--- src/sv/sha1_pkg.sv ---
package sha1_pkg;

  // input item and result item
  typedef struct packed {
    logic [31:0] data_word;
    logic [2:0]  valid_bytes;
    logic        last_word;
  } sha1_in_t;

  typedef struct packed {
    logic [31:0] digest_word;
    logic [2:0]  word_index;
    logic        digest_end;
  } sha1_out_t;

  // source of the byte appended to the block
  typedef enum logic [1:0] {
    SRC_DATA,
    SRC_PAD,
    SRC_ZERO,
    SRC_LEN
  } sha1_src_e;

  // round function groups, twenty rounds each
  localparam logic [1:0] STG_CH   = 2'd0;
  localparam logic [1:0] STG_PAR1 = 2'd1;
  localparam logic [1:0] STG_MAJ  = 2'd2;
  localparam logic [1:0] STG_PAR2 = 2'd3;

  localparam logic [31:0] SHA1_K0 = 32'h5A827999;
  localparam logic [31:0] SHA1_K1 = 32'h6ED9EBA1;
  localparam logic [31:0] SHA1_K2 = 32'h8F1BBCDC;
  localparam logic [31:0] SHA1_K3 = 32'hCA62C1D6;

  localparam int unsigned SHA1_NUM_HASH = 5;
  localparam logic [31:0] SHA1_H_INIT [SHA1_NUM_HASH] = '{
    32'h67452301, 32'hEFCDAB89, 32'h98BADCFE, 32'h10325476, 32'hC3D2E1F0
  };

  // byte positions within a 64-byte block
  localparam logic [5:0] SHA1_POS_LAST = 6'd63;
  localparam logic [5:0] SHA1_POS_LEN  = 6'd56;

  localparam logic [2:0] SHA1_MAX_BYTES   = 3'd4;
  localparam logic [2:0] SHA1_DIGEST_LAST = 3'd4;
  localparam logic [4:0] SHA1_RND_LAST    = 5'd19;

  // controller to datapath commands
  typedef struct packed {
    logic      take;
    logic      put;
    sha1_src_e src;
    logic [2:0] byte_idx;
    logic      len_latch;
    logic      init_work;
    logic      round;
    logic [1:0] stage;
    logic      add_hash;
    logic      reset_hash;
  } sha1_cmd_t;

  // datapath to controller status
  typedef struct packed {
    logic [5:0] pos;
    logic [2:0] nbytes;
    logic       last;
  } sha1_stat_t;

endpackage

--- src/sv/sha1_ctrl.sv ---
module sha1_ctrl (
  input  logic                clk_i,
  input  logic                rst_ni,
  input  logic                in_valid_i,
  output logic                in_stall_o,
  output logic                out_valid_o,
  input  logic                out_stall_i,
  output logic [2:0]          out_index_o,
  input  sha1_pkg::sha1_stat_t stat_i,
  output sha1_pkg::sha1_cmd_t  cmd_o
);
  import sha1_pkg::*;

  localparam logic [2:0] ST_IDLE = 3'd0;
  localparam logic [2:0] ST_DATA = 3'd1;
  localparam logic [2:0] ST_PAD  = 3'd2;
  localparam logic [2:0] ST_ZERO = 3'd3;
  localparam logic [2:0] ST_LEN  = 3'd4;
  localparam logic [2:0] ST_COMP = 3'd5;
  localparam logic [2:0] ST_ADD  = 3'd6;
  localparam logic [2:0] ST_OUT  = 3'd7;

  logic [2:0] state_q, state_d;
  logic [2:0] ret_q, ret_d;
  logic [2:0] bidx_q, bidx_d;
  logic [4:0] rnd_q, rnd_d;
  logic [1:0] stg_q, stg_d;
  logic [2:0] oidx_q, oidx_d;
  logic       blk_full;

  // this put completes the block
  assign blk_full = (stat_i.pos == SHA1_POS_LAST);

  // next state and commands
  always_comb begin
    state_d = state_q;
    ret_d   = ret_q;
    bidx_d  = bidx_q;
    rnd_d   = rnd_q;
    stg_d   = stg_q;
    oidx_d  = oidx_q;
    cmd_o   = '0;
    case (state_q)
      ST_IDLE: begin
        if (in_valid_i) begin
          cmd_o.take = 1'b1;
          bidx_d     = 3'd0;
          state_d    = ST_DATA;
        end
      end
      ST_DATA: begin
        if (bidx_q < stat_i.nbytes) begin
          cmd_o.put      = 1'b1;
          cmd_o.src      = SRC_DATA;
          cmd_o.byte_idx = bidx_q;
          bidx_d         = bidx_q + 3'd1;
          if (blk_full) begin
            cmd_o.init_work = 1'b1;
            ret_d   = ST_DATA;
            state_d = ST_COMP;
          end
        end else if (stat_i.last) begin
          state_d = ST_PAD;
        end else begin
          state_d = ST_IDLE;
        end
      end
      ST_PAD: begin
        cmd_o.put       = 1'b1;
        cmd_o.src       = SRC_PAD;
        cmd_o.len_latch = 1'b1;
        state_d         = ST_ZERO;
        if (blk_full) begin
          cmd_o.init_work = 1'b1;
          ret_d   = ST_ZERO;
          state_d = ST_COMP;
        end
      end
      ST_ZERO: begin
        if (stat_i.pos == SHA1_POS_LEN) begin
          bidx_d  = 3'd0;
          state_d = ST_LEN;
        end else begin
          cmd_o.put = 1'b1;
          cmd_o.src = SRC_ZERO;
          if (blk_full) begin
            cmd_o.init_work = 1'b1;
            ret_d   = ST_ZERO;
            state_d = ST_COMP;
          end
        end
      end
      ST_LEN: begin
        cmd_o.put      = 1'b1;
        cmd_o.src      = SRC_LEN;
        cmd_o.byte_idx = bidx_q;
        bidx_d         = bidx_q + 3'd1;
        // the last length byte always closes the block
        if (blk_full) begin
          cmd_o.init_work = 1'b1;
          ret_d   = ST_OUT;
          state_d = ST_COMP;
        end
      end
      ST_COMP: begin
        cmd_o.round = 1'b1;
        cmd_o.stage = stg_q;
        if (rnd_q == SHA1_RND_LAST) begin
          rnd_d = 5'd0;
          if (stg_q == STG_PAR2) begin
            stg_d   = STG_CH;
            state_d = ST_ADD;
          end else begin
            stg_d = stg_q + 2'd1;
          end
        end else begin
          rnd_d = rnd_q + 5'd1;
        end
      end
      ST_ADD: begin
        cmd_o.add_hash = 1'b1;
        state_d        = ret_q;
      end
      ST_OUT: begin
        if (!out_stall_i) begin
          if (oidx_q == SHA1_DIGEST_LAST) begin
            cmd_o.reset_hash = 1'b1;
            oidx_d  = 3'd0;
            state_d = ST_IDLE;
          end else begin
            oidx_d = oidx_q + 3'd1;
          end
        end
      end
      default: begin
        state_d = ST_IDLE;
      end
    endcase
  end

  // control registers
  always_ff @(posedge clk_i or negedge rst_ni) begin
    if (!rst_ni) begin
      state_q <= ST_IDLE;
      ret_q   <= ST_IDLE;
      bidx_q  <= 3'd0;
      rnd_q   <= 5'd0;
      stg_q   <= STG_CH;
      oidx_q  <= 3'd0;
    end else begin
      state_q <= state_d;
      ret_q   <= ret_d;
      bidx_q  <= bidx_d;
      rnd_q   <= rnd_d;
      stg_q   <= stg_d;
      oidx_q  <= oidx_d;
    end
  end

  assign in_stall_o  = (state_q != ST_IDLE);
  assign out_valid_o = (state_q == ST_OUT);
  assign out_index_o = oidx_q;

endmodule

--- src/sv/sha1_dp.sv ---
module sha1_dp (
  input  logic                 clk_i,
  input  logic                 rst_ni,
  input  sha1_pkg::sha1_in_t   in_data_i,
  input  sha1_pkg::sha1_cmd_t  cmd_i,
  input  logic [2:0]           out_index_i,
  output sha1_pkg::sha1_stat_t stat_o,
  output logic [31:0]          digest_o
);
  import sha1_pkg::*;

  logic [31:0] data_q;
  logic [2:0]  nbytes_q;
  logic        last_q;
  logic [63:0] cnt_q;
  logic [63:0] len_q;
  logic [31:0] acc_q;
  logic [31:0] w_q [16];
  logic [31:0] a_q, b_q, c_q, d_q, e_q;
  logic [31:0] h_q [SHA1_NUM_HASH];

  logic [1:0]  lane;
  logic [31:0] data_sh;
  logic [63:0] len_sh;
  logic [7:0]  put_byte;
  logic [31:0] acc_new;
  logic [31:0] sched_x;
  logic [31:0] sched_new;
  logic [31:0] f_val;
  logic [31:0] k_val;
  logic [31:0] tmp;

  assign lane = cnt_q[4:3];

  // byte to append
  assign data_sh = data_q << {cmd_i.byte_idx[1:0], 3'b000};
  assign len_sh  = len_q << {cmd_i.byte_idx, 3'b000};

  always_comb begin
    case (cmd_i.src)
      SRC_DATA: put_byte = data_sh[31:24];
      SRC_PAD:  put_byte = 8'h80;
      SRC_ZERO: put_byte = 8'h00;
      SRC_LEN:  put_byte = len_sh[63:56];
      default:  put_byte = 8'h00;
    endcase
  end

  // word assembly, first byte in the top lane
  always_comb begin
    if (lane == 2'd0) begin
      acc_new = {put_byte, 24'h000000};
    end else begin
      acc_new = acc_q | ({24'h000000, put_byte} << {~lane, 3'b000});
    end
  end

  // message schedule and round function
  assign sched_x   = w_q[13] ^ w_q[8] ^ w_q[2] ^ w_q[0];
  assign sched_new = {sched_x[30:0], sched_x[31]};

  always_comb begin
    case (cmd_i.stage)
      STG_CH: begin
        f_val = (b_q & c_q) | (~b_q & d_q);
        k_val = SHA1_K0;
      end
      STG_PAR1: begin
        f_val = b_q ^ c_q ^ d_q;
        k_val = SHA1_K1;
      end
      STG_MAJ: begin
        f_val = (b_q & c_q) | (b_q & d_q) | (c_q & d_q);
        k_val = SHA1_K2;
      end
      STG_PAR2: begin
        f_val = b_q ^ c_q ^ d_q;
        k_val = SHA1_K3;
      end
      default: begin
        f_val = b_q ^ c_q ^ d_q;
        k_val = SHA1_K3;
      end
    endcase
  end

  assign tmp = {a_q[26:0], a_q[31:27]} + f_val + e_q + k_val + w_q[0];

  // captured item, message length, word assembly, block window and working variables
  always_ff @(posedge clk_i) begin
    if (cmd_i.take) begin
      data_q   <= in_data_i.data_word;
      nbytes_q <= (in_data_i.valid_bytes > SHA1_MAX_BYTES) ? SHA1_MAX_BYTES
                                                          : in_data_i.valid_bytes;
      last_q   <= in_data_i.last_word;
    end
    if (cmd_i.len_latch) begin
      len_q <= cnt_q;
    end
    if (cmd_i.put) begin
      acc_q <= acc_new;
      if (lane == 2'd3) begin
        for (int i = 0; i < 15; i++) begin
          w_q[i] <= w_q[i+1];
        end
        w_q[15] <= acc_new;
      end
    end
    if (cmd_i.round) begin
      for (int i = 0; i < 15; i++) begin
        w_q[i] <= w_q[i+1];
      end
      w_q[15] <= sched_new;
      a_q <= tmp;
      b_q <= a_q;
      c_q <= {b_q[1:0], b_q[31:2]};
      d_q <= c_q;
      e_q <= d_q;
    end
    if (cmd_i.init_work) begin
      a_q <= h_q[0];
      b_q <= h_q[1];
      c_q <= h_q[2];
      d_q <= h_q[3];
      e_q <= h_q[4];
    end
  end

  // hash words and bit count
  always_ff @(posedge clk_i or negedge rst_ni) begin
    if (!rst_ni) begin
      cnt_q <= 64'd0;
      for (int i = 0; i < SHA1_NUM_HASH; i++) begin
        h_q[i] <= SHA1_H_INIT[i];
      end
    end else if (cmd_i.reset_hash) begin
      cnt_q <= 64'd0;
      for (int i = 0; i < SHA1_NUM_HASH; i++) begin
        h_q[i] <= SHA1_H_INIT[i];
      end
    end else begin
      if (cmd_i.put) begin
        cnt_q <= cnt_q + 64'd8;
      end
      if (cmd_i.add_hash) begin
        h_q[0] <= h_q[0] + a_q;
        h_q[1] <= h_q[1] + b_q;
        h_q[2] <= h_q[2] + c_q;
        h_q[3] <= h_q[3] + d_q;
        h_q[4] <= h_q[4] + e_q;
      end
    end
  end

  assign stat_o.pos    = cnt_q[8:3];
  assign stat_o.nbytes = nbytes_q;
  assign stat_o.last   = last_q;
  assign digest_o      = h_q[out_index_i];

endmodule

--- src/sv/sha1_hash_engine.sv ---
// The engine handles one item at a time: it takes the item, then appends its bytes one by one,
// and for each block it completes runs 80 rounds and the hash update before going on.
// The byte loop and the single round unit set its speed.
// A last item adds padding bytes, one or two more blocks, and five output transfers.
// Reset: hash words load the initial values, the bit count clears, the engine goes idle.
module sha1_hash_engine (
  input  logic                clk_i,
  input  logic                rst_ni,
  input  logic                in_valid_i,
  output logic                in_stall_o,
  input  sha1_pkg::sha1_in_t  in_data_i,
  output logic                out_valid_o,
  input  logic                out_stall_i,
  output sha1_pkg::sha1_out_t out_data_o
);
  import sha1_pkg::*;

  sha1_cmd_t  cmd;
  sha1_stat_t stat;
  logic [2:0]  out_index;
  logic [31:0] digest;

  // controller
  sha1_ctrl u_ctrl (
    .clk_i       (clk_i),
    .rst_ni      (rst_ni),
    .in_valid_i  (in_valid_i),
    .in_stall_o  (in_stall_o),
    .out_valid_o (out_valid_o),
    .out_stall_i (out_stall_i),
    .out_index_o (out_index),
    .stat_i      (stat),
    .cmd_o       (cmd)
  );

  // datapath
  sha1_dp u_dp (
    .clk_i       (clk_i),
    .rst_ni      (rst_ni),
    .in_data_i   (in_data_i),
    .cmd_i       (cmd),
    .out_index_i (out_index),
    .stat_o      (stat),
    .digest_o    (digest)
  );

  // result payload
  assign out_data_o.digest_word = digest;
  assign out_data_o.word_index  = out_index;
  assign out_data_o.digest_end  = (out_index == SHA1_DIGEST_LAST);

  // no input is taken while a digest is being delivered
  assert property (@(posedge clk_i) disable iff (!rst_ni)
    out_valid_o |-> in_stall_o)
    else $error("input open during digest output");

  // an accepted item keeps the engine busy in the next cycle
  assert property (@(posedge clk_i) disable iff (!rst_ni)
    (in_valid_i && !in_stall_o) |=> (in_stall_o && !out_valid_o))
    else $error("engine not busy after input transfer");

  // output ends after the final digest word transfer
  assert property (@(posedge clk_i) disable iff (!rst_ni)
    (out_valid_o && !out_stall_i && out_data_o.digest_end) |=> !out_valid_o)
    else $error("output continues after final digest word");

endmodule

--- config.mk ---
export PLATFORM = sky130hd
export DESIGN_NAME = sha1_hash_engine
export DESIGN_NICKNAME = d
export VERILOG_FILES = /design/src/sv/sha1_pkg.sv /design/src/sv/sha1_ctrl.sv /design/src/sv/sha1_dp.sv /design/src/sv/sha1_hash_engine.sv
export SDC_FILE = /design/constraint.sdc
export NUM_CORES = 2
export LEC_CHECK = 0
export BUFFER_PORTS_ARGS = -buffer_cell sky130_fd_sc_hd__buf_2
export CORE_UTILIZATION = 51
export DETAILED_ROUTE_END_ITERATION = 7
export GPL_TIMING_DRIVEN = 0
export HOLD_SLACK_MARGIN = 0.02
export PLACE_DENSITY = 0.67
export SYNTH_ARGS = -nofsm -noshare
export SYNTH_HDL_FRONTEND = slang
export SYNTH_SLANG_ARGS = --single-unit
--- constraint.sdc ---
create_clock -name clk_i -period 28.3 [get_ports clk_i]
set_input_delay 2.83 -clock clk_i [delete_from_list [all_inputs] [get_ports clk_i]]
set_output_delay 2.83 -clock clk_i [all_outputs]
set_load 0.005 [all_outputs]
==> impl_metrics.json <==
{
  "drive_gt1_frac": 0.0905,
  "die_h_um": 324,
  "wl_per_cell_um": 24.2,
  "ctsHoldBuffers": 0,
  "finalMaxSlewViolations": 0,
  "antenna_cells": 0,
  "rsz0062_at_grt": "false",
  "cts_inserted_buffers": 107,
  "routed_wl_um": 148000,
  "ant_nets": 0,
  "path_max_fanout": 10,
  "fp-row-count": 117,
  "die_w_um": 324,
  "route.detailed.drc": 0,
  "ys_types": 86,
  "ys_ff_latch": 1041,
  "cts-root-buf": "clkbuf_16",
  "crit_path_frequent_cell": "clkbuf_1",
  "dr_total_vias": 35900,
  "startpoint_type": "flip-flop",
  "core_region_area_mm2": 0.102,
  "wl_met1_um": 61800,
  "die_area_mm2": 0.105,
  "dr.max_layer_used": "met4",
  "hold_violations": 0,
  "fillers": 8514,
  "drtIter0Drc": 3794,
  "gp_congestion": 0.971,
  "clkSinkCount": 1041,
  "wl_met3_um": 10000,
  "required_ps": 28740,
  "synthTopCellsByArea": "edfxtp_1 (45%), dfrtp_1 (7.6%), ha_1 (5.5%), fa_1 (4.7%), nand2_1 (4.3%)",
  "crit_type": "flip-flop to flip-flop",
  "grt_util_all_layers": 0.280,
  "slowest_stage": "clkbuf_1",
  "postSynthCellCount": 4470,
  "synth_edf_count": 801,
  "setup_tns_ps": 0,
  "insertion_delay_ps": 740,
  "syn_nets": 4870,
  "vias_per_cell": 5.85,
  "antenna_found_initial": 1,
  "max_cap_violations": 0,
  "outcome": "complete, no violations",
  "ctsResizeCount": 0,
  "async_reset_ff_frac": 0.231,
  "grt_max_degree": 108,
  "cts_setup_buffers": 0,
  "layout.nets": 5073,
  "worstPathArrival_ps": 9860,
  "max_freq_mhz": 106,
  "worst_pin_slew_ps": 1410,
  "grt_pass1_wl_um": 219000,
  "maxSlewHeadroom": 0.0599,
  "hold_class": "flip-flop to flip-flop",
  "hpwl_um": 110000,
  "drt-pass1-iter-count": 6,
  "cpPeakStageDelay_ps": 610,
  "final_core_util": 0.577,
  "area_delta_synth_final_pct": 11.5,
  "worst_clock_skew_ps": 57.7,
  "post_synth.cell_area_avg_um2": 11.9,
  "setup_viol": 0,
  "clockBufferDepth": 3,
  "htree_num_levels": 3,
  "synthFlopType": "edfxtp_1",
  "grt_overflow": 0,
  "cts_tree": "built",
  "yosys.area.top_type": "edfxtp_1",
  "initial_core_util": 0.517,
  "path_delay_family": "compound AO/OA/AOI/OAI gates",
  "placement.io_buffers": 77,
  "reg2reg_slack_ps": 18880,
  "wl_met2_um": 68800,
  "clk_pin_slew_worst_paths_ps": 70,
  "grt_pass1_vias": 34800,
  "io_pins": 78,
  "yosys_warnings": 0,
  "path_buf_inv": 7,
  "endpoint_kind": "flip-flop",
  "min_period_ps": 9420,
  "synth.top_cell.area_share": 0.454,
  "synth_area_mm2": 0.0530,
  "fin_crit_sh": 0.333,
  "yosysSeqAreaShare": 0.569
}
## cells in the final DEF, fill, tap and decap left out, types with 38 or more instances in the layout
cell / netlist / final
buf_2: 27 / 103
dfstp_2: 80 / 80
dfrtp_1: 160 / 160
xnor2_1: 169 / 169
a21oi_1: 270 / 270
a21o_1: 102 / 102
nor2_1: 260 / 259
fa_1: 125 / 125
clkbuf_16: 0 / 107
clkbuf_1: 113 / 131
edfxtp_1: 801 / 801
nand3_1: 97 / 97
a31oi_1: 40 / 40
mux2i_1: 80 / 80
nor3_1: 58 / 57
nand2b_1: 58 / 58
ha_1: 235 / 235
o21ai_0: 207 / 207
nand2_1: 606 / 604
xor2_1: 134 / 134
o22ai_1: 38 / 38
inv_1: 262 / 261
## worst reg2reg max path, cell delays in order (launching register included)
cell       delay, ps
dfrtp_1          360
clkbuf_1         210
nor2b_1          330
and2_1           180
clkbuf_1         330
nand2_1          360
inv_1            450
ha_1             570
clkbuf_1         500
clkbuf_1         620
a221oi_1         210
a31oi_1          450
fa_1             540
fa_1             530
inv_1             60
fa_1             550
inv_1             60
ha_1             280
a21o_1           190
a21oi_1          280
o21ai_0          130
a22o_1           310
o2111ai_1        440
a31oi_1          230
o41ai_1          470
o21ai_0          220
xnor2_1          190
o21ai_0           90
## path summary, 6_finish.rpt
| path | from | end | depth (start not counted) |
|---|---|---|---|
| max | u_ctrl.state_q[1]$_DFFE_PN0P_ | u_dp.a_q[30]$_DFFE_PP_ | 27 |
| min | u_dp.w_q[0][324]$_DFFE_PP_ | u_dp.w_q[0][292]$_DFFE_PP_ | 0 |
| max reg2reg | u_ctrl.state_q[1]$_DFFE_PN0P_ | u_dp.a_q[30]$_DFFE_PP_ | 27 |
| min reg2reg | u_dp.w_q[0][324]$_DFFE_PP_ | u_dp.w_q[0][292]$_DFFE_PP_ | 0 |
| max in group asynchronous | rst_ni | u_dp.cnt_q[28]$_DFFE_PN0P_ | 2 |
| min in group asynchronous | rst_ni | u_dp.h_q[64]$_DFFE_PN0P_ | 1 |
## sequential cells by signal (all words and copies together) (netlist names)
register	cells
u_dp.data_q	32
u_ctrl.out_index_o	3
u_dp.last_q	1
u_ctrl.rnd_q	5
u_ctrl.bidx_q	3
u_dp.b_q	32
u_dp.len_q	61
u_ctrl.ret_q	3
u_dp.cnt_q	61
u_dp.w_q	512
u_dp.c_q	32
u_dp.e_q	32
u_dp.d_q	32
u_ctrl.stg_q	2
u_dp.h_q	160
u_dp.acc_q	32
u_ctrl.state_q	3
u_dp.a_q	32
u_dp.nbytes_q	3
## synth_stat cells (15+ instances only)
cell and count:
buf_2 27, clkbuf_1 113, a221oi_1 27, mux2i_1 80, a211oi_1 24, o2bb2ai_1 15
inv_1 262, dfstp_2 80, nand2_1 606, a21oi_1 270, dfrtp_1 160, buf_1 22
o21bai_1 27, nor2b_1 28, a21o_1 102, nand3_1 97, a22o_1 27, edfxtp_1 801
xor2_1 134, nand2b_1 58, fa_1 125, o21ai_0 207, ha_1 235, xnor2_1 169
o21a_1 30, nor2_1 260, nor3_1 58, or3_1 28, a31oi_1 40, o22ai_1 38
mux2_2 27, and3_1 31, a221o_1 16, o31ai_1 19, o211ai_1 27, nand4_1 28
## final cells by class
class,count,area (µm²),area share
inverters,264,991,0.0168
repair buffers,94,782,0.0132
clock inverters,69,749,0.0127
plain buffers,163,649,0.0110
flip-flops and latches,1041,30200,0.510
well taps,1368,1710,0.0290
clock buffers,131,2810,0.0475
multi-input cells,3002,21200,0.360
## cell families after synthesis
family,count (synthesis),share of synthesized area
flops,1041,0.569
mux,113,0.0234
fa+ha+maj,360,0.103
buf+inv,427,0.0309
xor+xnor,303,0.0501
compound gates,969,0.119
simple gates,1257,0.105
## layer usage
metal | global-route usage | vias to the layer above
met2 | 0.447 | 1388
met5 | 0 | -
met1 | 0.381 | 17600
met4 | 0.133 | 0
met3 | 0.0376 | 321
li1 | - | 16500
## through the flow
| stage | hold WS, ps | setup slack, ps | std cells | instance area (µm²) |
|---|---|---|---|---|
| after floorplan | 400 | 13240 | 4470 | 53000 |
| after global placement | 400 | 7810 | 5915 | 55100 |
| after detailed placement | 405 | 19100 | 5931 | 55500 |
| after CTS | 403 | 19050 | 6131 | 59100 |
| after global routing | 404 | 18570 | 6132 | 59100 |
| final | 405 | 18880 | 6132 | 59100 |
Power is not shown: default switching activity piles up to over one toggle a cycle in this logic, so the estimate is an artifact.
